--- src/design/matrix_multiply_engine_macros.svh ---
// Assertion macros of the matrix multiply engine top level.
`ifndef MATRIX_MULTIPLY_ENGINE_MACROS_SVH
`define MATRIX_MULTIPLY_ENGINE_MACROS_SVH
`ifndef SYNTHESIS
`define MME_ASSERT_SAME(lbl, ante, cons, msg) \
  lbl: assert property (@(posedge clk) disable iff (!rst_n) (ante) |-> (cons)) \
    else $error(msg);
`define MME_ASSERT_NEXT(lbl, ante, cons, msg) \
  lbl: assert property (@(posedge clk) disable iff (!rst_n) (ante) |=> (cons)) \
    else $error(msg);
`else
`define MME_ASSERT_SAME(lbl, ante, cons, msg)
`define MME_ASSERT_NEXT(lbl, ante, cons, msg)
`endif
`endif

--- src/design/mme_pkg.sv ---
// Shared types, codes and sizes of the matrix multiply engine.
package mme_pkg;

  localparam int MAX_DIM   = 16;
  localparam int IDX_W     = $clog2(MAX_DIM);
  localparam int DIM_W     = IDX_W + 1;
  localparam int MEM_DEPTH = MAX_DIM * MAX_DIM;
  localparam int ADDR_W    = 2 * IDX_W;
  localparam int VAL_W     = 32;
  localparam int ACC_W     = 64;
  localparam int FRAC_W    = 16;

  localparam logic [1:0] OP_WR_A    = 2'd0;
  localparam logic [1:0] OP_WR_B    = 2'd1;
  localparam logic [1:0] OP_COMPUTE = 2'd2;

  localparam logic [1:0] ST_OK    = 2'd0;
  localparam logic [1:0] ST_RANGE = 2'd1;
  localparam logic [1:0] ST_SAT   = 2'd2;

  localparam logic [1:0] CFG_ROWS_A = 2'd0;
  localparam logic [1:0] CFG_INNER  = 2'd1;
  localparam logic [1:0] CFG_COLS_B = 2'd2;

  typedef struct packed {
    logic [1:0]              opcode;
    logic [IDX_W-1:0]        row_index;
    logic [IDX_W-1:0]        col_index;
    logic signed [VAL_W-1:0] element_value;
  } in_item_t;

  typedef struct packed {
    logic signed [VAL_W-1:0] product_value;
    logic [1:0]              status;
  } out_item_t;

  // Commands from the controller to the datapath.
  typedef struct packed {
    logic             load;
    logic             wr_a;
    logic             wr_b;
    logic             rd_en;
    logic [IDX_W-1:0] rd_k;
    logic             resp_ok;
    logic             resp_err;
    logic             resp_cmp;
  } mme_cmd_t;

  // Status from the datapath to the controller.
  typedef struct packed {
    logic             wr_a_ok;
    logic             wr_b_ok;
    logic             cmp_ok;
    logic [DIM_W-1:0] inner_len;
    logic             pipe_empty;
  } mme_stat_t;

  function automatic logic [DIM_W-1:0] eff_size(input logic [DIM_W-1:0] v);
    eff_size = (v > DIM_W'(MAX_DIM)) ? DIM_W'(MAX_DIM) : v;
  endfunction

endpackage

--- src/design/mme_ctrl.sv ---
// Controller: decodes accepted items and sequences the inner-product terms.
module mme_ctrl import mme_pkg::*; (
  input  logic      clk,
  input  logic      rst_n,
  input  logic      start,
  input  mme_stat_t stat,
  output logic      busy,
  output mme_cmd_t  cmd
);

  localparam logic [1:0] S_IDLE  = 2'd0;
  localparam logic [1:0] S_ISSUE = 2'd1;
  localparam logic [1:0] S_DRAIN = 2'd2;

  logic [1:0]       state_r, state_nxt;
  logic [IDX_W-1:0] k_r, k_nxt;
  logic             last_k;

  assign last_k = ({1'b0, k_r} + DIM_W'(1)) == stat.inner_len;

  always_comb begin
    state_nxt = state_r;
    k_nxt     = k_r;
    cmd       = '0;
    cmd.rd_k  = k_r;
    case (state_r)
      S_IDLE: begin
        if (start && rst_n) begin
          if (stat.wr_a_ok) begin
            cmd.wr_a    = 1'b1;
            cmd.resp_ok = 1'b1;
          end else if (stat.wr_b_ok) begin
            cmd.wr_b    = 1'b1;
            cmd.resp_ok = 1'b1;
          end else if (stat.cmp_ok) begin
            cmd.load  = 1'b1;
            k_nxt     = '0;
            state_nxt = (stat.inner_len == '0) ? S_DRAIN : S_ISSUE;
          end else begin
            cmd.resp_err = 1'b1;
          end
        end
      end
      S_ISSUE: begin
        cmd.rd_en = 1'b1;
        k_nxt     = k_r + IDX_W'(1);
        if (last_k) begin
          state_nxt = S_DRAIN;
        end
      end
      S_DRAIN: begin
        // The last term has left the multiplier and sits in the accumulator.
        if (stat.pipe_empty) begin
          cmd.resp_cmp = 1'b1;
          state_nxt    = S_IDLE;
        end
      end
      default: begin
        state_nxt = S_IDLE;
      end
    endcase
  end

  always_ff @(posedge clk) begin
    if (!rst_n) begin
      state_r <= S_IDLE;
      k_r     <= '0;
    end else begin
      state_r <= state_nxt;
      k_r     <= k_nxt;
    end
  end

  assign busy = !rst_n || (state_r != S_IDLE);

endmodule

--- config.mk ---
export PLATFORM = sky130hd
export DESIGN_NAME = mme_ctrl
export DESIGN_NICKNAME = d
export VERILOG_FILES = /design/src/design/matrix_multiply_engine_macros.svh /design/src/design/mme_pkg.sv /design/src/design/mme_ctrl.sv
export SDC_FILE = /design/constraint.sdc
export NUM_CORES = 1
export LEC_CHECK = 0
export ABC_AREA = 1
export BUFFER_PORTS_ARGS = -buffer_cell sky130_fd_sc_hd__buf_4
export CORE_AREA = 2 2 39 41
export DETAILED_ROUTE_END_ITERATION = 6
export DIE_AREA = 0 0 41 43
export GPL_TIMING_DRIVEN = 1
export HOLD_SLACK_MARGIN = 0.12
export PLACE_DENSITY = 0.72
export SLEW_MARGIN = 25
export SYNTH_ARGS = -nofsm -noshare
export SYNTH_HDL_FRONTEND = slang
export SYNTH_SLANG_ARGS = --single-unit
--- constraint.sdc ---
create_clock -name clk -period 1.75 [get_ports clk]
set_input_delay 0.0875 -clock clk [delete_from_list [all_inputs] [get_ports clk]]
set_output_delay 0.0875 -clock clk [all_outputs]
set_load 0.005 [all_outputs]
After elaboration in Yosys (flattened, before gate mapping) --
Index checks and enable logic that the tools add are counted.
Operators by class: reduce and logical (&&, ||, !) cells 9, equality and inequality tests 9, multiplexer cells 30, add/subtract/negate cells 2
Operator list (number):
- $mux 2 | 9
- $mux 4 | 4
- $mux 1 | 13
- $ne 2x2->1 const B | 6
- $pmux 4 s2 | 1
- $mux 3 | 2
- $pmux 2 s3 | 1
- $reduce_and 6->1 | 1
- $add 4x1->5 const B | 1
- $eq 5x5->1 | 1
- $logic_not 5->1 | 1
- $reduce_and 5->1 | 1
- $add 4x1->4 const B | 1
- $reduce_bool 2->1 | 2
- $eq 2x1->1 const B | 1
- $eq 2x2->1 const B | 1
- $logic_not 2->1 | 1
- $logic_and 1x1->1 | 1
- $logic_not 1->1 | 1
- $logic_or 1x1->1 | 1
Word-level totals: register bits after elaboration 6, word-level logic and storage cells 52, input port bits 12

Longest topological paths before layout --
Gate-level depths: netlist of the first run.
depth after elaboration 7, depth in mapped cells 11, mapped depth without buffers 11

Worst setup path after synthesis of the first run --
Ideal clock, no wire load.
path kind register -> register, from register k_r[0], to register state_r[0], stages on the path, launching flop included 10, setup time 109 ps, path slack 388 ps, arrival time 1254 ps, clock period less this slack 1362 ps, data required time 1641 ps, path through dfxtp_1 > ha_1 > xnor2_1 > nand2_1 > nor2_1 > nand3_1 > nand2_1 > o21ai_1 > nand2_1 > inv_1
On the way: word-level cells in the longest chain between the ends 4
RTL lines:
- from (decl) | line mme_ctrl.sv:16 | logic [IDX_W-1:0] k_r, k_nxt;
- from (signal assigned) | line mme_ctrl.sv:70 | k_r <= k_nxt;
- $add 4x1->5 | line mme_ctrl.sv:19 | assign last_k = ({1'b0, k_r} + DIM_W'(1)) == stat.inner_len;
- $eq 5x5->1 | line mme_ctrl.sv:19
- $ne 2x2->1 (no source line)
- $reduce_and 6->1 (no source line)
- to (signal assigned) | line mme_ctrl.sv:69 | state_r <= state_nxt;
- to (decl) | line mme_ctrl.sv:15 | logic [1:0] state_r, state_nxt;
Every way passes these cells. A chain may end at the register's enable or synchronous reset.

==> results of run 1 <==
==> kinds of logic (layout without fill, tap and decap cells) <==
group / count (synthesis) / count (layout) / synth area share (%)
and+or+nand+nor: 48 / 48 / 43.6
xor gates and xnor gates: 1 / 1 / 1.72
DFF: 6 / 6 / 23.5
buffers and inverters: 20 / 49 / 14.7
AOI/OAI and AO/OA: 12 / 12 / 14.0
adders and majority gates: 1 / 1 / 2.45
==> cell type report <==
cell class,instances,area share (%)
clock buffers,3,3.00
inverters,20,10.0
multi-input cells,62,42.0
flip-flops and latches,6,16.0
well taps,16,2.67
repair buffers,26,26.3
==> through the flow <==
stage | cells | hold slack (ns) | worst slack, ns
after floorplan | 88 | 0.185 | 0.388
after global placement | 129 | 0.326 | 0.451
after detailed placement | 129 | 0.331 | 0.408
after CTS | 133 | 0.179 | 0.300
after global routing | 133 | 0.217 | 0.232
final | 133 | 0.178 | 0.306
==> registers in the layout (all words and copies together), names as in the netlist <==
| register | count |
|---|---|
| k_r | 4 |
| state_r | 2 |
==> synth_stat cells (all sizes together) <==
master and instances:
nor2 6, o31ai 1, nor3 3, dfxtp 6, nand2 24, nor4 1
inv 20, xnor2 1, nand4 3, o21ai 2, nand3 11, a21oi 8
a31oi 1, ha 1
==> where the power goes <==
group          switching [W]  internal, W  total [W]
combinational      0.0000501    0.0000497  0.0000998
sequential        0.00000338     0.000141   0.000144
clock              0.0000494    0.0000775   0.000127
==> metal layers <==
layer  routed length, µm  vias up  GRT usage, %
li1                    -      342             -
met1                 550      285          17.7
met2                 643       20          28.4
met3                  91        2          6.28
met4                  16        0          6.00
met5                   0        -             0
==> final timing paths <==
path           endpoint  slack (ns)  depth (start not counted)
max reg2reg  state_r[0]        0.42                          9
min reg2reg      k_r[3]        0.54                          2
max             cmd[10]        0.31                          7
min          state_r[1]        0.18                          4
==> worst reg2reg max path: stages (launching register included) <==
cell and delay [ns]:
dfxtp_1 0.31, ha_1 0.32, xnor2_1 0.16, nand2_1 0.06, nor2_1 0.08, nand3_1 0.08, nand2_1 0.08, o21ai_1 0.06
nand2_1 0.06, inv_1 0.03
==> results by group, run 1 <==
Worst hold path
  • HP Class: input pin to flop
  • Hold path startpoint: stat[1]

Finish
  • Fin util: 54.2%
  • Most frequent cells in the layout: 25 x buf_4, 23 x nand2_1, 19 x inv_1
  • Register Area: 120 µm²
  • Post-route cell area: 751 µm²
  • Final nets: 132
  • Diodes inserted: 0
  • Layout cell share with drive strength beyond 1: 29.1%
  • Number of fill cells: 152
  • Leading cell type in the layout, fill and taps excluded: buf_4
  • Area grow syn2layout: 47.1%
  • Area of the multi-input gates: 315 µm²

Setup path
  • FF-to-FF Start: k_r[0]
  • Critical-path cell list: dlygate4sd3_1 > buf_4 > nand2_1 > nor3_2 > inv_2 > nor3_1 > buf_4
  • Critical path fanouts, max: 6
  • Critical path buffers and inverters: 4
  • Worst EP arrival: 1.36 ns
  • CP Launch Type: input pin
  • Worst EP required: 1.66 ns
  • CP startpoint: rst_n
  • CP most frequent cell: buf_4
  • Critical Path Slowest Stage Cell: dlygate4sd3_1
  • Worst Setup End Kind: primary output
  • Delay-heaviest family, CP: buffers and inverters
  • Crit path largest cell delay: 0.53 ns
  • Setup CP Type: input pin to primary output

Logic synthesis
  • Post-synth top area share: 23.5%
  • Share of the yosys chip area belonging to registers: 23.5%
  • Mapped Avg Cell Area: 5.80 µm²
  • Distinct cells, synth: 19
  • Syn nets: 101
  • Post-Synthesis Cell Area: 510 µm²
  • Number of synthesized register bits: 6
  • Mapped Cells: 88
  • Top cells by area, synth: dfxtp_1 24%, nand2_1 17%, inv_1 14%
  • Cell taking the most area after synthesis: dfxtp_1
  • Synth warn: 0

Clock network
  • H-tree depth: 1
  • Clock latency on the worst-skew pair: 0.25 ns
  • Hold buffers post-CTS: 1
  • Cts repair resizes: 0
  • CTS Buffer Depth: 2
  • CTS buffer count: 3
  • Post-CTS Setup Bufs: 0
  • CTS clk-pin slew, worst paths: 0.04 ns
  • CTS tree: built
  • Sink Count: 6
  • Clock Tree Root: clkbuf_4

Placed design
  • RePlAce Congestion: 0.766
  • DP Area: 718 µm²
  • Detailed placer's ending HPWL: 1.08 mm
  • Number of I/O port buffers: 23

Detailed routing
  • # DRC: 0
  • Vias/cell: 4.88
  • WL final: 1.30 mm
  • First-pass DRT Iterations: 3
  • WL/cell: 9.78 µm
  • Vias: 649
  • Post-DRT Antenna Nets: 0
  • DRT iter0 DRCs: 3

Timing
  • Worst Tran Pin Value: 0.440 ns
  • Max frequency: 692 MHz
  • Clock skew: 0.00399 ns
  • Fin crit share: 82.5%
  • Final min period: 1.44 ns
  • RSZ-0062 raised after global routing: false
  • Final setup vio count: 0
  • Final Hold Vio Count: 0
  • Relative slew slack: 70.6%
  • Setup tns final: 0 ns
  • Pins Over Slew Limit: 0

Floorplan
  • I/O pin total: 24
  • Initial Util: 36.9%
  • Die Wd: 41 µm
  • Die ar.: 1760 µm²
  • Die height: 43 µm
  • Core area: 1380 µm²
  • FP Rows: 14

Outcome
  • Status: complete, no violations

Power
  • Leak: 0.389 nW
  • Cell Pwr Density: 494 nW/µm²
  • Power Total: 0.000371 W
  • Maximum vdd drop: 0.295 mV

GRT
  • Initial antenna violation count: 0
  • Gr ovfl total: 0
  • Global-route wire length before repair: 2.03 mm
  • Largest net degree at the start of global routing: 9
  • Total Routing Usage GR: 16.8%
  • Number of global-route vias before repair: 576

Flow run
  • Max-Cap Viols: 0
Note: power is estimated with default switching activity, not from simulation.
==> run 2, diff against run 1 <==
--- a/config.mk
+++ b/config.mk
@@ -5,14 +5,14 @@
 export SDC_FILE = /design/constraint.sdc
 export NUM_CORES = 1
 export LEC_CHECK = 0
-export ABC_AREA = 1
+export ABC_AREA = 0
 export BUFFER_PORTS_ARGS = -buffer_cell sky130_fd_sc_hd__buf_4
 export CORE_AREA = 2 2 39 41
 export DETAILED_ROUTE_END_ITERATION = 6
 export DIE_AREA = 0 0 41 43
 export GPL_TIMING_DRIVEN = 1
 export HOLD_SLACK_MARGIN = 0.12
-export PLACE_DENSITY = 0.72
+export PLACE_DENSITY = 0.71
 export SLEW_MARGIN = 25
 export SYNTH_ARGS = -nofsm -noshare
 export SYNTH_HDL_FRONTEND = slang
==> constraint.sdc (replaced) <==
create_clock -name clk -period 1.2 [get_ports clk]
set_input_delay 0.06 -clock clk [delete_from_list [all_inputs] [get_ports clk]]
set_output_delay 0.06 -clock clk [all_outputs]
set_load 0.005 [all_outputs]
==> results by group, run 2 <==
Outcome
  • Status: finished, violations left
  • Failing checks: setup timing

Timing
  • Setup tns final: -0.272 ns
  • Relative slew slack: 84.4%
  • Slack of the critical path: -0.0857 ns
  • RSZ-0062 raised after global routing: true
  • Final Hold Vio Count: 0
  • Pins Over Slew Limit: 0
  • Clock skew: 0.000598 ns
  • Final setup vio count: 6
  • Max frequency: 778 MHz
  • Worst Tran Pin Value: 0.233 ns
  • Fin crit share: 107%
  • Hold_ws: 0.136 ns
  • Final min period: 1.29 ns

Finish
  • Area grow syn2layout: 97.0%
  • Final nets: 117
  • Biggest regs: k_r x4, state_r x2
  • Max reg flops: 4
  • Fin cells: 119
  • Largest Register: k_r
  • Leading cell type in the layout, fill and taps excluded: buf_4
  • Most frequent cells in the layout: 35 x buf_4, 5 x nor2_1, 5 x nor2b_1
  • Layout cell share with drive strength beyond 1: 60.2%
  • Diodes inserted: 0

GRT
  • Gr ovfl total: 0
  • Global-route wire length before repair: 2.35 mm
  • Total Routing Usage GR: 20.4%
  • Initial antenna violation count: 0
  • Largest net degree at the start of global routing: 11
  • Number of global-route vias before repair: 602

Logic synthesis
  • Post-synth top area share: 25.8%
  • Synth Area in Adders: 2.69%
  • Main synth FF type: dfxtp_1
  • Mapped Avg Cell Area: 7.51 µm²
  • Most frequent cell after synthesis: nor2_1
  • Distinct cells, synth: 28
  • Mapped Cells: 62
  • Share of the yosys chip area belonging to registers: 25.8%
  • Post-synthesis mux area share: 2.15%
  • Post-Synthesis Cell Area: 465 µm²
  • Synth warn: 0
  • Post-synth ARST share: 0%
  • Syn nets: 75
  • Xor/xnor cell area share of the yosys netlist: 7.53%
  • Cell taking the most area after synthesis: dfxtp_1
  • Synth top cells by count: 8 x nor2_1, 6 x dfxtp_1, 5 x nor2b_1
  • Largest family of logic cells by synthesized area: simple AND/OR/NAND/NOR gates
  • EDFF count, synth: 0
  • Compound-Gate Fraction of Synth Area: 22.3%
  • Post-Synth Simple-Gate Area: 35.8%
  • Number of synthesized register bits: 6
  • Top cells by area, synth: dfxtp_1 26%, nor2b_1 6.7%, nor2_1 6.5%

Placed design
  • Detailed placer's ending HPWL: 1.05 mm
  • Place WS: -0.0700 ns
  • Cells after DPL: 109
  • RePlAce Congestion: 0.715
  • Number of I/O port buffers: 23

Detailed routing
  • Vias/cell: 5.11
  • Vias: 608
  • Post-DRT Antenna Nets: 0
  • DRT iter0 DRCs: 2
  • WL/cell: 13.1 µm
  • # DRC: 0
  • First-pass DRT Iterations: 4
  • WL final: 1.56 mm

Power
  • Cell Pwr Density: 591 nW/µm²
  • Leak: 0.404 nW
  • Maximum vdd drop: 0.372 mV

Floorplan
  • I/O pin total: 24
  • Die height: 43 µm
  • Core area: 1380 µm²
  • Die Wd: 41 µm
  • Initial Util: 33.6%
  • FP Rows: 14
  • Die ar.: 1760 µm²

Setup path
  • Worst EP arrival: 1.47 ns
  • Critical path fanouts, max: 3
  • CP Launch Type: flop
  • Worst EP required: 1.38 ns
  • Setup CP Type: flop to flop
  • Worst Setup End Kind: flop

Flow run
  • Max-Cap Viols: 0

Worst hold path
  • HP Class: input pin to flop

Clock network
  • CTS clk-pin slew, worst paths: 0.05 ns
  • Clock Tree Root: clkbuf_4
  • H-tree depth: 1
  • CTS buffer count: 3
  • CTS Buffer Depth: 2
  • Clock latency on the worst-skew pair: 0.25 ns
  • CTS tree: built
  • Sink Count: 6
==> run 2: layer usage <==
metal | vias to the layer above | track usage (%) | part of all wire (%)
li1 | 306 | - | -
met3 | 2 | 6.28 | 4.7
met1 | 278 | 23.0 | 39
met4 | 0 | 12.0 | 0.90
met5 | - | 0 | 0
met2 | 22 | 31.9 | 55
==> run 2: worst max-delay path, cell delays in order, from the launching register on <==
cell and delay, ns:
dfxtp_4 0.36, ha_4 0.28, xnor2_2 0.10, nand3_1 0.09, nor3_2 0.19, a211oi_2 0.12
nor2_2 0.09
==> run 2: area by class of cell <==
type	count	area, µm²
inverter	2	7.51
multi-input combinational	52	423
clock buffer	4	26.3
tap	16	20.0
sequential	6	134
timing repair buffer	39	307
fill	121	467
==> run 2: where the power goes <==
group	internal (W)	switching [W]	leakage (nW)
sequential	0.000195	0.00000292	0.0518
combinational	0.0000739	0.0000573	0.337
clock	0.000127	0.0000862	0.0150
total	0.000396	0.000146	0.404
==> run 2: repair_timing <==
action,CTS,global route
hold buffers,1,0
endpoints found under the setup margin,7,10
hold endpoints to repair,4,0
gates resized for setup,11,10
setup buffers,5,0
pin swaps,9,0
==> run 2: cell families (layout without fill, tap and decap cells) <==
| logic type | Yosys count | after routing |
|---|---|---|
| and+or+nand+nor | 30 | 30 |
| AOI/OAI and AO/OA | 16 | 16 |
| buffers and inverters | 4 | 45 |
| muxes | 1 | 1 |
| xor gates and xnor gates | 4 | 4 |
| adders and majority gates | 1 | 1 |
| DFF | 6 | 6 |
==> run 2: per-stage QoR <==
step	util, %	total power, W	area, µm²
2_1_floorplan	-	0.000244	500
3_3_place_gp	54.8	0.000305	758
3_5_place_dp	54.8	0.000307	758
4_1_cts	63.2	0.000541	875
5_1_grt	66.3	0.000572	917
6_report	66.3	0.000542	917
==> run 2: path summary, 6_finish.rpt <==
| check | start | end | slack (ns) | cells after the start |
|---|---|---|---|---|
| max | k_r[0] | state_r[1] | -0.09 | 6 |
| min | rst_n | state_r[0] | 0.14 | 3 |
| max reg2reg | k_r[0] | state_r[1] | -0.09 | 6 |
| min reg2reg | k_r[2] | k_r[2] | 0.60 | 2 |
==> run 3, diff against run 2 <==
--- a/config.mk
+++ b/config.mk
@@ -6,14 +6,13 @@
 export NUM_CORES = 1
 export LEC_CHECK = 0
 export ABC_AREA = 0
-export BUFFER_PORTS_ARGS = -buffer_cell sky130_fd_sc_hd__buf_4
 export CORE_AREA = 2 2 39 41
 export DETAILED_ROUTE_END_ITERATION = 6
 export DIE_AREA = 0 0 41 43
+export DONT_BUFFER_PORTS = 1
 export GPL_TIMING_DRIVEN = 1
 export HOLD_SLACK_MARGIN = 0.12
-export PLACE_DENSITY = 0.71
-export SLEW_MARGIN = 25
+export PLACE_DENSITY = 0.55
 export SYNTH_ARGS = -nofsm -noshare
 export SYNTH_HDL_FRONTEND = slang
 export SYNTH_SLANG_ARGS = --single-unit
==> results by group, run 3 (same netlist as run 2, synthesis figures left out) <==
Floorplan
  • Die height: 43 µm
  • Initial Util: 33.6%
  • FP Rows: 14
  • I/O pin total: 24
  • Core area: 1380 µm²
  • Die ar.: 1760 µm²
  • Die Wd: 41 µm

Setup path
  • Worst reg-to-reg path cell count: 6
  • Worst Setup End Kind: flop
  • Critical path fanouts, max: 5
  • FF-to-FF Start: k_r[0]
  • Critical-path cell list: ha_4 > nand2b_4 > a21oi_2 > nor3_2 > a211oi_2 > nor2_2
  • FF-to-FF setup slack: -0.06 ns
  • Worst EP required: 1.33 ns
  • Setup CP Type: flop to flop
  • Worst EP arrival: 1.39 ns
  • CP Launch Type: flop
  • Reg2reg end: state_r[1]
  • Crit path largest cell delay: 0.36 ns
  • Critical Path Slowest Stage Cell: dfxtp_4

Detailed routing
  • # DRC: 0
  • Post-DRT Antenna Nets: 0
  • WL/cell: 13.2 µm
  • WL final: 1.23 mm
  • Vias/cell: 5.37
  • Vias: 499
  • First-pass DRT Iterations: 6
  • DRT iter0 DRCs: 4

Clock network
  • CTS Buffer Depth: 2
  • CTS clk-pin slew, worst paths: 0.05 ns
  • Clock latency on the worst-skew pair: 0.25 ns
  • H-tree depth: 1
  • CTS buffer count: 3
  • Clock Tree Root: clkbuf_4
  • CTS tree: built
  • Sink Count: 6

Finish
  • Register Area: 129 µm²
  • Layout cell share with drive strength beyond 1: 41.6%
  • Area of the multi-input gates: 422 µm²
  • Max reg flops: 4
  • Post-route cell area: 711 µm²
  • Largest Register: k_r
  • Biggest regs: k_r x4, state_r x2
  • Diodes inserted: 0
  • Final nets: 91
  • Number of fill cells: 140
  • Most frequent cells in the layout: 10 x buf_4, 7 x nor2_1, 5 x nor2b_1
  • Area grow syn2layout: 52.7%
  • Leading cell type in the layout, fill and taps excluded: buf_4

Timing
  • Worst Tran Pin Value: 0.313 ns
  • Slack of the critical path: -0.0607 ns
  • Clock skew: 0.00451 ns
  • Final min period: 1.26 ns
  • Final Hold Vio Count: 0
  • Final setup vio count: 2
  • Pins Over Slew Limit: 0
  • Hold_ws: 0.142 ns
  • Setup tns final: -0.0642 ns
  • Fin crit share: 105%
  • Relative slew slack: 79.0%
  • RSZ-0062 raised after global routing: true
  • Max frequency: 793 MHz

GRT
  • Largest net degree at the start of global routing: 12
  • Gr ovfl total: 0
  • Global-route wire length before repair: 1.99 mm
  • Initial antenna violation count: 0
  • Total Routing Usage GR: 17.0%
  • Number of global-route vias before repair: 495

Worst hold path
  • Hold endpoint: cmd[1]
  • Hold path startpoint: stat[8]
  • HP Class: input pin to primary output
  • Hold Path Depth: 1

Power
  • Leak: 0.274 nW
  • Cell Pwr Density: 664 nW/µm²
  • Maximum vdd drop: 0.415 mV
  • Power Total: 0.000472 W

Flow run
  • Max-Cap Viols: 0

Placed design
  • Detailed placer's ending HPWL: 925 µm
  • Number of I/O port buffers: 0
  • DP Area: 586 µm²
  • RePlAce Congestion: 0.706
  • Place WS: -0.0653 ns

Outcome
  • Status: finished, violations left
  • Failing checks: setup timing
run 3: through the flow:
step | util [%] | cells
after detailed placement | 42.3 | 86
after CTS | 49.5 | 92
final | 51.4 | 93
after global routing | 51.4 | 93
after floorplan | - | 62
after global placement | 42.3 | 86
run 3: repair_timing:
item / CTS / global route
hold buffers: 2 / 0
gates cloned: 0 / 0
endpoints found under the hold margin: 6 / 0
setup buffers: 0 / 1
setup endpoints to repair: 6 / 9
resized for setup: 10 / 5
pin swaps: 8 / 5
run 3: layout make-up:
type	count	share of cell area, %
inverters	2	1.06
clock buffers	4	3.70
well taps	16	2.82
multi-input cells	52	59.3
repair buffers	13	15.0
flip-flops and latches	6	18.1
run 3: report_power, final:
part           leakage [nW]  internal [W]  switching [W]
clock                0.0150      0.000126      0.0000749
sequential           0.0512      0.000200     0.00000216
combinational         0.208     0.0000377      0.0000311
run 3: worst max-delay path, delay by kind of cell, from the launching register on:
family	cells	cell delay [ns]
DFF	1	0.36
AOI/OAI and AO/OA	2	0.36
and+or+nand+nor	3	0.25
adders and majority gates	1	0.17
run 3: worst max-delay path by stage:
stage | from | to | slack [ns] | cells past startpoint
finish | k_r[0] | state_r[1] | -0.06 | 6
global route | k_r[0] | state_r[1] | -0.1 | 6
CTS | k_r[0] | state_r[1] | -0.04 | 6
global placement | k_r[0] | state_r[1] | -0.05 | 6
floorplan | k_r[0] | state_r[1] | -0.02 | 6
detailed placement | k_r[0] | state_r[1] | -0.07 | 6
run 3: metal layers:
layer,vias up,part of all wire (%),GRT usage (%),wire (µm)
met5,-,0,0,0
met4,0,1.5,12.0,19
met1,222,40,18.5,495
li1,253,-,-,-
met2,22,51,27.5,632
met3,2,6.7,3.14,83
